[config.mk]
export PLATFORM = sky130hd
export DESIGN_NAME = cis_alu
export DESIGN_NICKNAME = d
export VERILOG_FILES = /design/src/hdl/cis_pkg.sv /design/src/hdl/cis_alu.sv
export SDC_FILE = /design/constraint.sdc
export NUM_CORES = 1
export LEC_CHECK = 0
export BUFFER_PORTS_ARGS = -buffer_cell sky130_fd_sc_hd__buf_2
export CORE_ASPECT_RATIO = 1.1
export CORE_MARGIN = 3
export CORE_UTILIZATION = 61
export DETAILED_ROUTE_END_ITERATION = 6
export PLACE_DENSITY = 0.81
export SYNTH_ARGS = -nofsm -noshare
export SYNTH_HDL_FRONTEND = slang
export SYNTH_SLANG_ARGS = --single-unit
[constraint.sdc]
create_clock -name vclk -period 5.1
set_clock_uncertainty 0.2 [all_clocks]
set_input_delay 0 -clock vclk [all_inputs]
set_output_delay 0 -clock vclk [all_outputs]
set_load 0.1 [all_outputs]
[src/hdl/cis_pkg.sv]
// types, constants and microcode program of the contact impulse solver
`default_nettype none
package cis_pkg;

    localparam logic [1:0] TANGENT_ROWS = 2'd2;

    // item kinds
    localparam logic [2:0] K_WRITE   = 3'd0;
    localparam logic [2:0] K_READ    = 3'd1;
    localparam logic [2:0] K_PREPARE = 3'd2;
    localparam logic [2:0] K_SOLVE   = 3'd3;
    localparam logic [2:0] K_SETIMP  = 3'd4;

    // result sources
    localparam logic [1:0] SRC_READ = 2'd0;
    localparam logic [1:0] SRC_MASS = 2'd1;
    localparam logic [1:0] SRC_IMP  = 2'd2;

    // physical regions of the scalar store
    localparam logic [6:0] PH_JAC  = 7'd64;
    localparam logic [6:0] PH_MASS = 7'd100;
    localparam logic [6:0] PH_BIAS = 7'd103;
    localparam logic [6:0] PH_IMP  = 7'd106;

    // microcode operand addresses, temps
    localparam logic [7:0] A_RA0 = 8'd110, A_RA1 = 8'd111, A_RA2 = 8'd112;
    localparam logic [7:0] A_RB0 = 8'd113, A_RB1 = 8'd114, A_RB2 = 8'd115;
    localparam logic [7:0] A_C0 = 8'd116, A_C1 = 8'd117, A_C2 = 8'd118;
    localparam logic [7:0] A_U0 = 8'd119, A_U1 = 8'd120, A_U2 = 8'd121;
    localparam logic [7:0] A_X = 8'd122, A_Y = 8'd123, A_K = 8'd124;
    localparam logic [7:0] A_IT = 8'd125, A_SA = 8'd126, A_SB = 8'd127;
    // row relative addresses
    localparam logic [7:0] A_D0 = 8'd128, A_D1 = 8'd129, A_D2 = 8'd130;
    localparam logic [7:0] A_J0 = 8'd136, A_J1 = 8'd137, A_J2 = 8'd138;
    localparam logic [7:0] A_J3 = 8'd139, A_J4 = 8'd140, A_J5 = 8'd141;
    localparam logic [7:0] A_J6 = 8'd142, A_J7 = 8'd143, A_J8 = 8'd144;
    localparam logic [7:0] A_J9 = 8'd145, A_J10 = 8'd146, A_J11 = 8'd147;
    localparam logic [7:0] A_MASS = 8'd160, A_BIAS = 8'd161;
    localparam logic [7:0] A_IMP = 8'd162, A_RES = 8'd163;
    localparam logic [7:0] A_NONE = 8'd0;

    // program entry and branch points
    localparam logic [7:0] PC_PREP  = 8'd0;
    localparam logic [7:0] PC_TBIAS = 8'd70;
    localparam logic [7:0] PC_KMASS = 8'd71;
    localparam logic [7:0] PC_SOLVE = 8'd118;
    localparam logic [7:0] PC_FRIC  = 8'd148;
    localparam logic [7:0] PC_DELTA = 8'd151;
    localparam logic [7:0] PC_APPLY = 8'd153;
    localparam logic [7:0] PC_LAST  = 8'd209;

    typedef enum logic [3:0] {
        OP_ADD, OP_SUB, OP_MUL, OP_NEG, OP_MOV, OP_NGT, OP_SELF, OP_MAX0,
        OP_CLMP, OP_RCP, OP_JMP, OP_BRT, OP_END, OP_ENDNW
    } op_t;

    typedef enum logic [2:0] {
        S_IDLE, S_FETCH, S_RDB, S_EXE, S_DIV, S_WB, S_FIN, S_OUT
    } state_t;

    typedef struct packed {
        op_t        op;
        logic [7:0] dst;
        logic [7:0] a;
        logic [7:0] b;
    } uop_t;

    typedef struct packed {
        op_t                op;
        logic signed [31:0] a;
        logic signed [31:0] b;
        logic signed [63:0] prod;
        logic               flag;
    } alu_in_t;

    function automatic uop_t mk(op_t o, logic [7:0] d, logic [7:0] a, logic [7:0] b);
        uop_t u;
        u.op = o;
        u.dst = d;
        u.a = a;
        u.b = b;
        return u;
    endfunction

    function automatic uop_t ucode(logic [7:0] pc);
        uop_t u;
        case (pc)
            // lever arms
            8'd0: u = mk(OP_SUB, A_RA0, 8'd41, 8'd32);
            8'd1: u = mk(OP_SUB, A_RA1, 8'd42, 8'd33);
            8'd2: u = mk(OP_SUB, A_RA2, 8'd43, 8'd34);
            8'd3: u = mk(OP_SUB, A_RB0, 8'd41, 8'd35);
            8'd4: u = mk(OP_SUB, A_RB1, 8'd42, 8'd36);
            8'd5: u = mk(OP_SUB, A_RB2, 8'd43, 8'd37);
            // ra x dir
            8'd6: u = mk(OP_MUL, A_X, A_RA1, A_D2);
            8'd7: u = mk(OP_MUL, A_Y, A_RA2, A_D1);
            8'd8: u = mk(OP_SUB, A_C0, A_X, A_Y);
            8'd9: u = mk(OP_MUL, A_X, A_RA2, A_D0);
            8'd10: u = mk(OP_MUL, A_Y, A_RA0, A_D2);
            8'd11: u = mk(OP_SUB, A_C1, A_X, A_Y);
            8'd12: u = mk(OP_MUL, A_X, A_RA0, A_D1);
            8'd13: u = mk(OP_MUL, A_Y, A_RA1, A_D0);
            8'd14: u = mk(OP_SUB, A_C2, A_X, A_Y);
            // jacobian
            8'd15: u = mk(OP_NEG, A_J0, A_D0, A_NONE);
            8'd16: u = mk(OP_NEG, A_J1, A_D1, A_NONE);
            8'd17: u = mk(OP_NEG, A_J2, A_D2, A_NONE);
            8'd18: u = mk(OP_NEG, A_J3, A_C0, A_NONE);
            8'd19: u = mk(OP_NEG, A_J4, A_C1, A_NONE);
            8'd20: u = mk(OP_NEG, A_J5, A_C2, A_NONE);
            8'd21: u = mk(OP_MOV, A_J6, A_D0, A_NONE);
            8'd22: u = mk(OP_MOV, A_J7, A_D1, A_NONE);
            8'd23: u = mk(OP_MOV, A_J8, A_D2, A_NONE);
            8'd24: u = mk(OP_MUL, A_X, A_RB1, A_D2);
            8'd25: u = mk(OP_MUL, A_Y, A_RB2, A_D1);
            8'd26: u = mk(OP_SUB, A_J9, A_X, A_Y);
            8'd27: u = mk(OP_MUL, A_X, A_RB2, A_D0);
            8'd28: u = mk(OP_MUL, A_Y, A_RB0, A_D2);
            8'd29: u = mk(OP_SUB, A_J10, A_X, A_Y);
            8'd30: u = mk(OP_MUL, A_X, A_RB0, A_D1);
            8'd31: u = mk(OP_MUL, A_Y, A_RB1, A_D0);
            8'd32: u = mk(OP_SUB, A_J11, A_X, A_Y);
            8'd33: u = mk(OP_BRT, PC_TBIAS, A_NONE, A_NONE);
            // normal row bias: wb x rb, wa x ra
            8'd34: u = mk(OP_MUL, A_X, 8'd10, A_RB2);
            8'd35: u = mk(OP_MUL, A_Y, 8'd11, A_RB1);
            8'd36: u = mk(OP_SUB, A_U0, A_X, A_Y);
            8'd37: u = mk(OP_MUL, A_X, 8'd11, A_RB0);
            8'd38: u = mk(OP_MUL, A_Y, 8'd9, A_RB2);
            8'd39: u = mk(OP_SUB, A_U1, A_X, A_Y);
            8'd40: u = mk(OP_MUL, A_X, 8'd9, A_RB1);
            8'd41: u = mk(OP_MUL, A_Y, 8'd10, A_RB0);
            8'd42: u = mk(OP_SUB, A_U2, A_X, A_Y);
            8'd43: u = mk(OP_MUL, A_X, 8'd4, A_RA2);
            8'd44: u = mk(OP_MUL, A_Y, 8'd5, A_RA1);
            8'd45: u = mk(OP_SUB, A_C0, A_X, A_Y);
            8'd46: u = mk(OP_MUL, A_X, 8'd5, A_RA0);
            8'd47: u = mk(OP_MUL, A_Y, 8'd3, A_RA2);
            8'd48: u = mk(OP_SUB, A_C1, A_X, A_Y);
            8'd49: u = mk(OP_MUL, A_X, 8'd3, A_RA1);
            8'd50: u = mk(OP_MUL, A_Y, 8'd4, A_RA0);
            8'd51: u = mk(OP_SUB, A_C2, A_X, A_Y);
            8'd52: u = mk(OP_ADD, A_X, 8'd6, A_U0);
            8'd53: u = mk(OP_ADD, A_Y, 8'd0, A_C0);
            8'd54: u = mk(OP_SUB, A_U0, A_X, A_Y);
            8'd55: u = mk(OP_ADD, A_X, 8'd7, A_U1);
            8'd56: u = mk(OP_ADD, A_Y, 8'd1, A_C1);
            8'd57: u = mk(OP_SUB, A_U1, A_X, A_Y);
            8'd58: u = mk(OP_ADD, A_X, 8'd8, A_U2);
            8'd59: u = mk(OP_ADD, A_Y, 8'd2, A_C2);
            8'd60: u = mk(OP_SUB, A_U2, A_X, A_Y);
            8'd61: u = mk(OP_MUL, A_X, A_D0, A_U0);
            8'd62: u = mk(OP_MUL, A_Y, A_D1, A_U1);
            8'd63: u = mk(OP_ADD, A_X, A_X, A_Y);
            8'd64: u = mk(OP_MUL, A_Y, A_D2, A_U2);
            8'd65: u = mk(OP_ADD, A_X, A_X, A_Y);
            8'd66: u = mk(OP_NGT, A_NONE, A_X, 8'd51);
            8'd67: u = mk(OP_MUL, A_Y, 8'd50, A_X);
            8'd68: u = mk(OP_SELF, A_BIAS, A_Y, A_NONE);
            8'd69: u = mk(OP_JMP, PC_KMASS, A_NONE, A_NONE);
            // tangent row bias
            8'd70: u = mk(OP_NEG, A_BIAS, 8'd53, A_NONE);
            // k, body a
            8'd71: u = mk(OP_MUL, A_X, 8'd14, A_J3);
            8'd72: u = mk(OP_MUL, A_Y, 8'd15, A_J4);
            8'd73: u = mk(OP_ADD, A_X, A_X, A_Y);
            8'd74: u = mk(OP_MUL, A_Y, 8'd16, A_J5);
            8'd75: u = mk(OP_ADD, A_C0, A_X, A_Y);
            8'd76: u = mk(OP_MUL, A_X, 8'd17, A_J3);
            8'd77: u = mk(OP_MUL, A_Y, 8'd18, A_J4);
            8'd78: u = mk(OP_ADD, A_X, A_X, A_Y);
            8'd79: u = mk(OP_MUL, A_Y, 8'd19, A_J5);
            8'd80: u = mk(OP_ADD, A_C1, A_X, A_Y);
            8'd81: u = mk(OP_MUL, A_X, 8'd20, A_J3);
            8'd82: u = mk(OP_MUL, A_Y, 8'd21, A_J4);
            8'd83: u = mk(OP_ADD, A_X, A_X, A_Y);
            8'd84: u = mk(OP_MUL, A_Y, 8'd22, A_J5);
            8'd85: u = mk(OP_ADD, A_C2, A_X, A_Y);
            8'd86: u = mk(OP_MUL, A_X, A_J3, A_C0);
            8'd87: u = mk(OP_MUL, A_Y, A_J4, A_C1);
            8'd88: u = mk(OP_ADD, A_X, A_X, A_Y);
            8'd89: u = mk(OP_MUL, A_Y, A_J5, A_C2);
            8'd90: u = mk(OP_ADD, A_X, A_X, A_Y);
            8'd91: u = mk(OP_ADD, A_K, 8'd12, A_X);
            8'd92: u = mk(OP_ADD, A_K, A_K, 8'd13);
            // k, body b
            8'd93: u = mk(OP_MUL, A_X, 8'd23, A_J9);
            8'd94: u = mk(OP_MUL, A_Y, 8'd24, A_J10);
            8'd95: u = mk(OP_ADD, A_X, A_X, A_Y);
            8'd96: u = mk(OP_MUL, A_Y, 8'd25, A_J11);
            8'd97: u = mk(OP_ADD, A_C0, A_X, A_Y);
            8'd98: u = mk(OP_MUL, A_X, 8'd26, A_J9);
            8'd99: u = mk(OP_MUL, A_Y, 8'd27, A_J10);
            8'd100: u = mk(OP_ADD, A_X, A_X, A_Y);
            8'd101: u = mk(OP_MUL, A_Y, 8'd28, A_J11);
            8'd102: u = mk(OP_ADD, A_C1, A_X, A_Y);
            8'd103: u = mk(OP_MUL, A_X, 8'd29, A_J9);
            8'd104: u = mk(OP_MUL, A_Y, 8'd30, A_J10);
            8'd105: u = mk(OP_ADD, A_X, A_X, A_Y);
            8'd106: u = mk(OP_MUL, A_Y, 8'd31, A_J11);
            8'd107: u = mk(OP_ADD, A_C2, A_X, A_Y);
            8'd108: u = mk(OP_MUL, A_X, A_J9, A_C0);
            8'd109: u = mk(OP_MUL, A_Y, A_J10, A_C1);
            8'd110: u = mk(OP_ADD, A_X, A_X, A_Y);
            8'd111: u = mk(OP_MUL, A_Y, A_J11, A_C2);
            8'd112: u = mk(OP_ADD, A_X, A_X, A_Y);
            8'd113: u = mk(OP_ADD, A_K, A_K, A_X);
            8'd114: u = mk(OP_RCP, A_MASS, A_K, A_NONE);
            8'd115: u = mk(OP_ENDNW, A_NONE, A_RES, A_NONE);
            8'd116: u = mk(OP_MOV, A_IT, A_IMP, A_NONE);
            8'd117: u = mk(OP_JMP, PC_APPLY, A_NONE, A_NONE);
            // solve: j . v
            8'd118: u = mk(OP_MUL, A_X, A_J0, 8'd0);
            8'd119: u = mk(OP_MUL, A_Y, A_J1, 8'd1);
            8'd120: u = mk(OP_ADD, A_X, A_X, A_Y);
            8'd121: u = mk(OP_MUL, A_Y, A_J2, 8'd2);
            8'd122: u = mk(OP_ADD, A_K, A_X, A_Y);
            8'd123: u = mk(OP_MUL, A_X, A_J3, 8'd3);
            8'd124: u = mk(OP_MUL, A_Y, A_J4, 8'd4);
            8'd125: u = mk(OP_ADD, A_X, A_X, A_Y);
            8'd126: u = mk(OP_MUL, A_Y, A_J5, 8'd5);
            8'd127: u = mk(OP_ADD, A_X, A_X, A_Y);
            8'd128: u = mk(OP_ADD, A_K, A_K, A_X);
            8'd129: u = mk(OP_MUL, A_X, A_J6, 8'd6);
            8'd130: u = mk(OP_MUL, A_Y, A_J7, 8'd7);
            8'd131: u = mk(OP_ADD, A_X, A_X, A_Y);
            8'd132: u = mk(OP_MUL, A_Y, A_J8, 8'd8);
            8'd133: u = mk(OP_ADD, A_X, A_X, A_Y);
            8'd134: u = mk(OP_ADD, A_K, A_K, A_X);
            8'd135: u = mk(OP_MUL, A_X, A_J9, 8'd9);
            8'd136: u = mk(OP_MUL, A_Y, A_J10, 8'd10);
            8'd137: u = mk(OP_ADD, A_X, A_X, A_Y);
            8'd138: u = mk(OP_MUL, A_Y, A_J11, 8'd11);
            8'd139: u = mk(OP_ADD, A_X, A_X, A_Y);
            8'd140: u = mk(OP_ADD, A_K, A_K, A_X);
            8'd141: u = mk(OP_ADD, A_K, A_K, A_BIAS);
            8'd142: u = mk(OP_NEG, A_K, A_K, A_NONE);
            8'd143: u = mk(OP_MUL, A_X, A_MASS, A_K);
            8'd144: u = mk(OP_ADD, A_Y, A_IMP, A_X);
            8'd145: u = mk(OP_BRT, PC_FRIC, A_NONE, A_NONE);
            8'd146: u = mk(OP_MAX0, A_Y, A_Y, A_NONE);
            8'd147: u = mk(OP_JMP, PC_DELTA, A_NONE, A_NONE);
            8'd148: u = mk(OP_MUL, A_X, 8'd52, 8'd106);
            8'd149: u = mk(OP_MAX0, A_X, A_X, A_NONE);
            8'd150: u = mk(OP_CLMP, A_Y, A_Y, A_X);
            8'd151: u = mk(OP_SUB, A_IT, A_Y, A_IMP);
            8'd152: u = mk(OP_MOV, A_IMP, A_Y, A_NONE);
            // apply impulse held in A_IT
            8'd153: u = mk(OP_MUL, A_SA, 8'd12, A_IT);
            8'd154: u = mk(OP_MUL, A_SB, 8'd13, A_IT);
            8'd155: u = mk(OP_MUL, A_X, A_J0, A_SA);
            8'd156: u = mk(OP_ADD, 8'd0, 8'd0, A_X);
            8'd157: u = mk(OP_MUL, A_X, A_J1, A_SA);
            8'd158: u = mk(OP_ADD, 8'd1, 8'd1, A_X);
            8'd159: u = mk(OP_MUL, A_X, A_J2, A_SA);
            8'd160: u = mk(OP_ADD, 8'd2, 8'd2, A_X);
            8'd161: u = mk(OP_MUL, A_X, A_J6, A_SB);
            8'd162: u = mk(OP_ADD, 8'd6, 8'd6, A_X);
            8'd163: u = mk(OP_MUL, A_X, A_J7, A_SB);
            8'd164: u = mk(OP_ADD, 8'd7, 8'd7, A_X);
            8'd165: u = mk(OP_MUL, A_X, A_J8, A_SB);
            8'd166: u = mk(OP_ADD, 8'd8, 8'd8, A_X);
            8'd167: u = mk(OP_MUL, A_X, 8'd14, A_J3);
            8'd168: u = mk(OP_MUL, A_Y, 8'd15, A_J4);
            8'd169: u = mk(OP_ADD, A_X, A_X, A_Y);
            8'd170: u = mk(OP_MUL, A_Y, 8'd16, A_J5);
            8'd171: u = mk(OP_ADD, A_X, A_X, A_Y);
            8'd172: u = mk(OP_MUL, A_X, A_X, A_IT);
            8'd173: u = mk(OP_ADD, 8'd3, 8'd3, A_X);
            8'd174: u = mk(OP_MUL, A_X, 8'd17, A_J3);
            8'd175: u = mk(OP_MUL, A_Y, 8'd18, A_J4);
            8'd176: u = mk(OP_ADD, A_X, A_X, A_Y);
            8'd177: u = mk(OP_MUL, A_Y, 8'd19, A_J5);
            8'd178: u = mk(OP_ADD, A_X, A_X, A_Y);
            8'd179: u = mk(OP_MUL, A_X, A_X, A_IT);
            8'd180: u = mk(OP_ADD, 8'd4, 8'd4, A_X);
            8'd181: u = mk(OP_MUL, A_X, 8'd20, A_J3);
            8'd182: u = mk(OP_MUL, A_Y, 8'd21, A_J4);
            8'd183: u = mk(OP_ADD, A_X, A_X, A_Y);
            8'd184: u = mk(OP_MUL, A_Y, 8'd22, A_J5);
            8'd185: u = mk(OP_ADD, A_X, A_X, A_Y);
            8'd186: u = mk(OP_MUL, A_X, A_X, A_IT);
            8'd187: u = mk(OP_ADD, 8'd5, 8'd5, A_X);
            8'd188: u = mk(OP_MUL, A_X, 8'd23, A_J9);
            8'd189: u = mk(OP_MUL, A_Y, 8'd24, A_J10);
            8'd190: u = mk(OP_ADD, A_X, A_X, A_Y);
            8'd191: u = mk(OP_MUL, A_Y, 8'd25, A_J11);
            8'd192: u = mk(OP_ADD, A_X, A_X, A_Y);
            8'd193: u = mk(OP_MUL, A_X, A_X, A_IT);
            8'd194: u = mk(OP_ADD, 8'd9, 8'd9, A_X);
            8'd195: u = mk(OP_MUL, A_X, 8'd26, A_J9);
            8'd196: u = mk(OP_MUL, A_Y, 8'd27, A_J10);
            8'd197: u = mk(OP_ADD, A_X, A_X, A_Y);
            8'd198: u = mk(OP_MUL, A_Y, 8'd28, A_J11);
            8'd199: u = mk(OP_ADD, A_X, A_X, A_Y);
            8'd200: u = mk(OP_MUL, A_X, A_X, A_IT);
            8'd201: u = mk(OP_ADD, 8'd10, 8'd10, A_X);
            8'd202: u = mk(OP_MUL, A_X, 8'd29, A_J9);
            8'd203: u = mk(OP_MUL, A_Y, 8'd30, A_J10);
            8'd204: u = mk(OP_ADD, A_X, A_X, A_Y);
            8'd205: u = mk(OP_MUL, A_Y, 8'd31, A_J11);
            8'd206: u = mk(OP_ADD, A_X, A_X, A_Y);
            8'd207: u = mk(OP_MUL, A_X, A_X, A_IT);
            8'd208: u = mk(OP_ADD, 8'd11, 8'd11, A_X);
            8'd209: u = mk(OP_END, A_NONE, A_RES, A_NONE);
            default: u = mk(OP_END, A_NONE, A_RES, A_NONE);
        endcase
        return u;
    endfunction

endpackage
`default_nettype wire

[src/hdl/cis_alu.sv]
// shared saturating q-format arithmetic unit
`default_nettype none
module cis_alu
    import cis_pkg::*;
#(
    parameter int FRAC_BITS = 16
)
(
    input  alu_in_t            req,
    output logic signed [31:0] result,
    output logic               flag
);

    localparam logic signed [63:0] HALF = 64'sd1 <<< (FRAC_BITS - 1);
    localparam logic signed [31:0] QMAX = 32'sh7fffffff;
    localparam logic signed [31:0] QMIN = 32'sh80000000;

    logic signed [32:0] sum;
    logic signed [32:0] dif;
    logic signed [32:0] ng;
    logic signed [63:0] rnd;
    logic signed [63:0] shf;
    logic signed [31:0] sum_s;
    logic signed [31:0] dif_s;
    logic signed [31:0] ng_s;
    logic signed [31:0] mul_s;
    logic signed [31:0] nb;

    function automatic logic signed [31:0] sat33(logic signed [32:0] x);
        logic signed [31:0] r;
        if (x[32] != x[31])
        begin
            r = x[32] ? QMIN : QMAX;
        end
        else
        begin
            r = x[31:0];
        end
        return r;
    endfunction

    always_comb
    begin
        sum   = {req.a[31], req.a} + {req.b[31], req.b};
        dif   = {req.a[31], req.a} - {req.b[31], req.b};
        ng    = 33'sd0 - {req.a[31], req.a};
        sum_s = sat33(sum);
        dif_s = sat33(dif);
        ng_s  = sat33(ng);
        rnd   = req.prod + HALF;
        shf   = rnd >>> FRAC_BITS;
        if (shf > 64'sd2147483647)
        begin
            mul_s = QMAX;
        end
        else if (shf < -64'sd2147483648)
        begin
            mul_s = QMIN;
        end
        else
        begin
            mul_s = shf[31:0];
        end
        // b is a non-negative limit here
        nb   = -req.b;
        flag = req.flag;
        case (req.op)
            OP_ADD:  result = sum_s;
            OP_SUB:  result = dif_s;
            OP_MUL:  result = mul_s;
            OP_NEG:  result = ng_s;
            OP_MOV:  result = req.a;
            OP_SELF: result = req.flag ? req.a : 32'sd0;
            OP_MAX0: result = req.a[31] ? 32'sd0 : req.a;
            OP_CLMP:
            begin
                if (req.a < nb)
                begin
                    result = nb;
                end
                else if (req.a > req.b)
                begin
                    result = req.b;
                end
                else
                begin
                    result = req.a;
                end
            end
            OP_NGT:
            begin
                result = 32'sd0;
                flag   = ng_s > req.b;
            end
            default: result = req.a;
        endcase
    end

endmodule
`default_nettype wire

==> results of run 1 <==
-- layout make-up --
class,count,area share (%)
multi-input cells,1390,80.3
repair buffers,230,14.9
inverters,87,2.74
well taps,200,2.10
-- cells in the final DEF (no fill, tap or decap), types with 7 or more instances in the layout --
master and n:
sky130_fd_sc_hd__mux2i_1 23, sky130_fd_sc_hd__nor3_1 59, sky130_fd_sc_hd__a21o_1 21, sky130_fd_sc_hd__buf_4 74, sky130_fd_sc_hd__a22oi_1 13, sky130_fd_sc_hd__nand3_1 36, sky130_fd_sc_hd__a211o_1 20, sky130_fd_sc_hd__or2_2 8
sky130_fd_sc_hd__a221oi_1 7, sky130_fd_sc_hd__o2111ai_1 18, sky130_fd_sc_hd__or3_1 19, sky130_fd_sc_hd__o21ai_0 156, sky130_fd_sc_hd__o211ai_1 8, sky130_fd_sc_hd__a21boi_0 7, sky130_fd_sc_hd__nand4_1 45, sky130_fd_sc_hd__o21a_1 10
sky130_fd_sc_hd__nor4_1 24, sky130_fd_sc_hd__and3_1 14, sky130_fd_sc_hd__mux2_2 13, sky130_fd_sc_hd__nand2b_1 15, sky130_fd_sc_hd__inv_1 85, sky130_fd_sc_hd__nand2_1 131, sky130_fd_sc_hd__a211oi_1 13, sky130_fd_sc_hd__a21oi_1 166
sky130_fd_sc_hd__o21bai_1 7, sky130_fd_sc_hd__o31ai_1 15, sky130_fd_sc_hd__buf_12 29, sky130_fd_sc_hd__buf_2 126, sky130_fd_sc_hd__xor2_1 48, sky130_fd_sc_hd__and2_1 11, sky130_fd_sc_hd__or4_1 15, sky130_fd_sc_hd__nor2_1 107
sky130_fd_sc_hd__xnor2_1 105, sky130_fd_sc_hd__nor2b_1 20, sky130_fd_sc_hd__ha_1 130, sky130_fd_sc_hd__and4_1 9
-- how the worst max path moves through the flow --
stage                   from    to  slack [ps]  depth (start not counted)
floorplan           req[117]  flag          -4                         21
global placement    req[107]  flag         260                         19
detailed placement  req[107]  flag         140                         19
CTS                 req[107]  flag         130                         19
global route        req[102]  flag          -9                         19
finish              req[107]  flag         130                         19
-- logic make-up (layout without fill, tap and decap cells) --
logic type	count (synthesis)	count (layout)	share of synthesized area (%)
buffers and inverters	178	317	7.20
multiplexers	36	36	3.70
adder cells (fa/ha/maj)	132	132	16.4
AND/OR/NAND/NOR	548	548	28.0
XOR/XNOR	154	154	13.3
AO/OA/AOI/OAI	520	520	31.5
-- power by group through the flow --
stage / registers, mW / logic [mW] / clock network (mW)
floorplan: 0 / 1.06 / 0
global placement: 0 / 1.61 / 0
detailed placement: 0 / 1.63 / 0
CTS: 0 / 1.64 / 0
global route: 0 / 1.78 / 0
finish: 0 / 1.69 / 0
-- routing by layer --
layer,track usage [%],vias to the layer above
met5,0,-
met4,30.8,2
met3,8.09,283
met2,72.8,1009
met1,53.8,6088
li1,-,6107
-- stage by stage --
stage | area [µm²] | hold WS [ps]
after floorplan | 10200 | 114
after detailed placement | 11900 | 219
final | 11900 | 223
after CTS | 11900 | 221
after global placement | 11900 | 217
after global routing | 11900 | 236
-- worst max-delay path, cell delays in order --
cell	delay, ps
sky130_fd_sc_hd__buf_2	170
sky130_fd_sc_hd__or4_4	600
sky130_fd_sc_hd__or3_4	370
sky130_fd_sc_hd__nor2_2	170
sky130_fd_sc_hd__nand2_1	150
sky130_fd_sc_hd__or4_4	470
sky130_fd_sc_hd__or3_4	360
sky130_fd_sc_hd__xnor2_1	140
sky130_fd_sc_hd__a21oi_1	100
sky130_fd_sc_hd__ha_1	310
sky130_fd_sc_hd__nand4_1	140
sky130_fd_sc_hd__nor4_1	310
sky130_fd_sc_hd__inv_1	120
sky130_fd_sc_hd__or3_1	430
sky130_fd_sc_hd__a21oi_2	210
sky130_fd_sc_hd__nor4_1	100
sky130_fd_sc_hd__xnor2_1	180
sky130_fd_sc_hd__o31ai_4	230
sky130_fd_sc_hd__buf_12	210
-- timing repair --
item	in CTS	in global routing
endpoints found under the hold margin	0	0
endpoints found under the setup margin	0	18
gates resized for setup	0	10
==> run summary, run 1 <==
DETAILED ROUTING
-------------------------------------------------------------------------------------------
Wire length on met2 ..........................................................      19.2 mm
Metal-1 WL ...................................................................      15.3 mm
Per-cell routed wire length ..................................................      22.9 µm
Detail Route Antenna Nets ....................................................            0
Number of design-rule violations left by the first detailed-router iteration .        1,604
Detailed Routing Iterations Pass 1 ...........................................            6
Average vias per placed instance .............................................         7.07
Residual DRC count ...........................................................            0
DRT Wirelength ...............................................................      43.6 mm
Length of routed met3 wiring .................................................      5.12 mm
Total number of vias .........................................................       13,489
Top layer used by detailed routing ...........................................         met5

POWER AND IR DROP
-------------------------------------------------------------------------------------------
Clock share of power .........................................................           0%
Proportion of power drawn by combinational gates .............................       100.0%
Switching share of total power ...............................................        65.1%
Worst IR drop on VDD .........................................................     0.135 mV
Net switching power ..........................................................      1.10 mW
Reg power frac ...............................................................           0%
Static Leak ..................................................................      5.09 nW
Internal .....................................................................     0.590 mW
Power density over the cells .................................................   142 nW/µm²
Design Power .................................................................      1.69 mW

FLOORPLANNING
-------------------------------------------------------------------------------------------
Number of ports placed on the die boundary ...................................          166
Horiz. Die Dim ...............................................................       129 µm
Row count ....................................................................           48
Chip Height ..................................................................       141 µm
Core Region ..................................................................   16,000 µm²
Die ar. ......................................................................   18,300 µm²
Initial Utilization ..........................................................        63.5%

WORST HOLD PATH
-------------------------------------------------------------------------------------------
Number of cells on the worst hold path .......................................            4
Hold Crit Endpoint ...........................................................         flag
Hold crit path type .......................................................... primary input to output pin
Worst Hold Launch ............................................................       req[0]

PLACED DESIGN
-------------------------------------------------------------------------------------------
Post-detailed-placement half-perimeter wirelength ............................      35.2 mm
I/O Buffers ..................................................................          151
Inst Count DP ................................................................        1,907
Post-placement setup slack ...................................................       139 ps
Final estimated routing congestion in global placement .......................         1.09

WORST SETUP PATH
-------------------------------------------------------------------------------------------
Kind of critical path ........................................................ primary input to output pin
Crit Path Max Fanout .........................................................            6
Required time at the worst-slack endpoint ....................................      4900 ps
CP Launch Type ............................................................... primary input
Worst endpoint data arrival time .............................................      4770 ps
Crit. End Element ............................................................   output pin

GLOBAL ROUTE
-------------------------------------------------------------------------------------------
Wire length of the first global-routing pass .................................      66.4 mm
Antenna violations before repair .............................................            1
Maximum number of pins on one net before global-route repair .................           32
Total track usage ............................................................        45.1%
Gr ovfl total ................................................................            0
Number of global-route vias before repair ....................................       12,539

FINAL LAYOUT
-------------------------------------------------------------------------------------------
Post-Route Utilization .......................................................        74.3%
Nets .........................................................................        1,974
Final-layout clock buffer total ..............................................            0
Final standard cell count with taps included and fillers excluded ............        1,907
Filler Cell Count ............................................................        1,342
Diodes inserted ..............................................................            0
Combined area of the multi-input logic cells .................................     9560 µm²
FF/Latch Area ................................................................        0 µm²
Layout overhead on the synthesized area ......................................        17.0%
Share of post-route cells with drive strength above 1 ........................        16.5%
Number of sequential cells ...................................................            0

YOSYS
-------------------------------------------------------------------------------------------
Sequential element share of the synthesized area .............................           0%
Area share of the largest cell type after synthesis ..........................        16.0%
Synth unique cells ...........................................................           76
Post-synthesis net count .....................................................        1,833
Most used standard cells in the synthesized netlist .......................... sky130_fd_sc_hd__a21oi_1, sky130_fd_sc_hd__o21ai_0, sky130_fd_sc_hd__nand2_1
Synthesized area .............................................................   10,200 µm²
Post-synth top area cell ..................................................... sky130_fd_sc_hd__ha_1
Count of mapped cells out of synthesis .......................................        1,568
Mean Syn Cell Area ...........................................................     6.49 µm²
Yosys warning total ..........................................................            0
Main area contributors after synthesis ....................................... sky130_fd_sc_hd__ha_1, sky130_fd_sc_hd__xnor2_1, sky130_fd_sc_hd__a21oi_1, sky130_fd_sc_hd__o21ai_0, sky130_fd_sc_hd__nand2_1
Count leader, synth .......................................................... sky130_fd_sc_hd__a21oi_1

STA
-------------------------------------------------------------------------------------------
Final max-slew violation count ...............................................            0
Maximum clock frequency ......................................................    0.201 GHz
Max transition margin ........................................................        34.3%
Actual slew at the worst max-slew pin ........................................       983 ps
Final setup fails ............................................................            0
Final setup slack of the worst path ..........................................       127 ps
TNS Setup ....................................................................         0 ps
Final critical-path share of the clock period ................................        97.5%
Hold Violations, Final .......................................................            0
Time the worst path needs with I/O delays and setup ..........................      4970 ps

JOB
-------------------------------------------------------------------------------------------
Number of maximum-capacitance constraint violations ..........................            0

CLOCKING
-------------------------------------------------------------------------------------------
Hold_buf cts .................................................................            0
Setup Fix Bufs, Post-CTS .....................................................            0

STATUS
-------------------------------------------------------------------------------------------
Outcome ...................................................................... complete, no violations

No activity file was read; power rests on OpenSTA's default activity.
==> inputs of run 2 (changes only) <==
--- a/config.mk
+++ b/config.mk
@@ -10,6 +10,7 @@
 export CORE_MARGIN = 3
 export CORE_UTILIZATION = 61
 export DETAILED_ROUTE_END_ITERATION = 6
+export GPL_ROUTABILITY_DRIVEN = 1
 export PLACE_DENSITY = 0.81
 export SYNTH_ARGS = -nofsm -noshare
 export SYNTH_HDL_FRONTEND = slang
==> constraint.sdc (replaced) <==
create_clock -name vclk -period 5.1
set_clock_uncertainty 0.2 [all_clocks]
set_input_delay 0 -clock vclk [all_inputs]
set_output_delay 0 -clock vclk [all_outputs]
set_load 0.05 [all_outputs]
==> run 2 against run 1 <==
Critical path depth unchanged; combinational power down 18%; global-route usage down 2.0 points.
==> run summary, run 2 (synthesis gave the netlist of run 1 again) <==
STATUS
-------------------------------------------------------------------------------------------
Outcome ...................................................................... complete, no violations

STA
-------------------------------------------------------------------------------------------
TNS Setup ....................................................................         0 ps
Maximum clock frequency ......................................................    0.204 GHz
Final setup slack of the worst path ..........................................       195 ps
Actual slew at the worst max-slew pin ........................................      1130 ps
Final-layout worst hold slack ................................................       270 ps
Unrepaired setup endpoints after global routing ..............................           no
Hold Violations, Final .......................................................            0
Final setup fails ............................................................            0
Final max-slew violation count ...............................................            0
Final critical-path share of the clock period ................................        96.2%
Time the worst path needs with I/O delays and setup ..........................      4910 ps
Max transition margin ........................................................        23.8%

FINAL LAYOUT
-------------------------------------------------------------------------------------------
Filler Cell Count ............................................................        1,508
Leading cell types in the layout, fill and taps excluded ..................... sky130_fd_sc_hd__a21oi_1, sky130_fd_sc_hd__o21ai_0, sky130_fd_sc_hd__buf_2
Diodes inserted ..............................................................            0
FF/Latch Area ................................................................        0 µm²
Most frequent standard cell in the layout excluding fill and tap cells ....... sky130_fd_sc_hd__a21oi_1
Number of sequential cells ...................................................            0
Final standard cell count with taps included and fillers excluded ............        1,875
Layout overhead on the synthesized area ......................................        10.6%
Nets .........................................................................        1,942
Final-layout clock buffer total ..............................................            0
Post-Route Utilization .......................................................        70.2%
Share of post-route cells with drive strength above 1 ........................        14.6%

WORST SETUP PATH
-------------------------------------------------------------------------------------------
CP Launch Type ............................................................... primary input
Required time at the worst-slack endpoint ....................................      4900 ps
Crit. End Element ............................................................   output pin
Crit Path Max Fanout .........................................................            6
Worst endpoint data arrival time .............................................      4710 ps
Kind of critical path ........................................................ primary input to output pin

POWER AND IR DROP
-------------------------------------------------------------------------------------------
Static Leak ..................................................................      4.81 nW
Reg power frac ...............................................................           0%
Net switching power ..........................................................     0.909 mW
Internal .....................................................................     0.478 mW
Switching share of total power ...............................................        65.5%
Power density over the cells .................................................   123 nW/µm²
Clock share of power .........................................................           0%
Worst IR drop on VDD .........................................................     0.102 mV
Proportion of power drawn by combinational gates .............................       100.0%

DETAILED ROUTING
-------------------------------------------------------------------------------------------
Detail Route Antenna Nets ....................................................            0
Residual DRC count ...........................................................            0
Number of design-rule violations left by the first detailed-router iteration .        1,473
Per-cell routed wire length ..................................................      22.2 µm
Detailed Routing Iterations Pass 1 ...........................................            6
Average vias per placed instance .............................................         7.08
Total number of vias .........................................................       13,267
DRT Wirelength ...............................................................      41.6 mm

GLOBAL ROUTE
-------------------------------------------------------------------------------------------
Wire length of the first global-routing pass .................................      64.0 mm
Antenna violations before repair .............................................            0
Maximum number of pins on one net before global-route repair .................           57
Total track usage ............................................................        43.0%
Gr ovfl total ................................................................            0
Number of global-route vias before repair ....................................       12,332

CLOCKING
-------------------------------------------------------------------------------------------
CTS-repair resized insts .....................................................            0
Setup Fix Bufs, Post-CTS .....................................................            0
Hold_buf cts .................................................................            0

JOB
-------------------------------------------------------------------------------------------
Number of maximum-capacitance constraint violations ..........................            0

FLOORPLANNING
-------------------------------------------------------------------------------------------
Chip Height ..................................................................       141 µm
Horiz. Die Dim ...............................................................       129 µm
Number of ports placed on the die boundary ...................................          166
Initial Utilization ..........................................................        63.5%
Row count ....................................................................           48
Core Region ..................................................................   16,000 µm²
Die ar. ......................................................................   18,300 µm²

WORST HOLD PATH
-------------------------------------------------------------------------------------------
Hold Crit Endpoint ...........................................................         flag
Number of cells on the worst hold path .......................................            4
Hold crit path type .......................................................... primary input to output pin
Worst Hold Launch ............................................................       req[0]

PLACED DESIGN
-------------------------------------------------------------------------------------------
Post-detailed-placement half-perimeter wirelength ............................      33.9 mm
Post-placement setup slack ...................................................       285 ps
Final estimated routing congestion in global placement .......................         1.06
Inst Count DP ................................................................        1,875
I/O Buffers ..................................................................          151

==> run 2: changes by cell type in the layout (fill, tap and decap cells not counted), sizes merged <==
| cell | delta |
|---|---|
| buf | -31 |
| clkbuf | -1 |
==> run 2: power by group through the flow <==
stage	combinational [mW]	sequential, mW	clock (mW)
after floorplan	0.913	0	0
after global placement	1.32	0	0
after detailed placement	1.34	0	0
after CTS	1.35	0	0
after global routing	1.48	0	0
final	1.39	0	0
==> run 2: per-layer routing <==
layer	track usage (%)	vias up	part of all wire (%)
li1	-	6040	-
met2	70.4	892	45
met5	0	-	0
met1	52.4	6079	37
met4	28.2	0	8.5
met3	5.76	256	9.2
==> run 2: how the worst max path moves through the flow <==
stage | from | to | slack (ps) | cells after the start
after floorplan | req[117] | flag | 120 | 21
after global placement | req[107] | flag | 370 | 19
after detailed placement | req[107] | flag | 280 | 19
after CTS | req[107] | flag | 270 | 19
after global routing | req[67] | result[26] | 30 | 20
final | req[107] | flag | 190 | 19
==> run 2: cell type report <==
type	instances	area, µm²	area share [%]
inverters	87	327	2.90
multi-input cells	1390	9520	84.6
well taps	200	250	2.22
repair buffers	198	1160	10.3
==> run 2: through the flow <==
stage / total power [mW] / cell area, µm²
after detailed placement: 1.34 / 11200
after floorplan: 0.913 / 10200
after global placement: 1.32 / 11200
final: 1.39 / 11300
after CTS: 1.35 / 11200
after global routing: 1.48 / 11300
==> run 2: critical path, stage by stage <==
cell and delay, ps:
sky130_fd_sc_hd__buf_2 160, sky130_fd_sc_hd__or4_4 590, sky130_fd_sc_hd__or3_4 370, sky130_fd_sc_hd__nor2_2 160
sky130_fd_sc_hd__nand2_1 140, sky130_fd_sc_hd__or4_4 470, sky130_fd_sc_hd__or3_4 360, sky130_fd_sc_hd__xnor2_1 140
sky130_fd_sc_hd__a21oi_1 90, sky130_fd_sc_hd__ha_1 300, sky130_fd_sc_hd__nand4_1 140, sky130_fd_sc_hd__nor4_1 300
sky130_fd_sc_hd__inv_1 100, sky130_fd_sc_hd__or3_1 420, sky130_fd_sc_hd__a21oi_1 180, sky130_fd_sc_hd__nor4_1 90
sky130_fd_sc_hd__xnor2_1 140, sky130_fd_sc_hd__o31ai_2 230, sky130_fd_sc_hd__buf_2 310
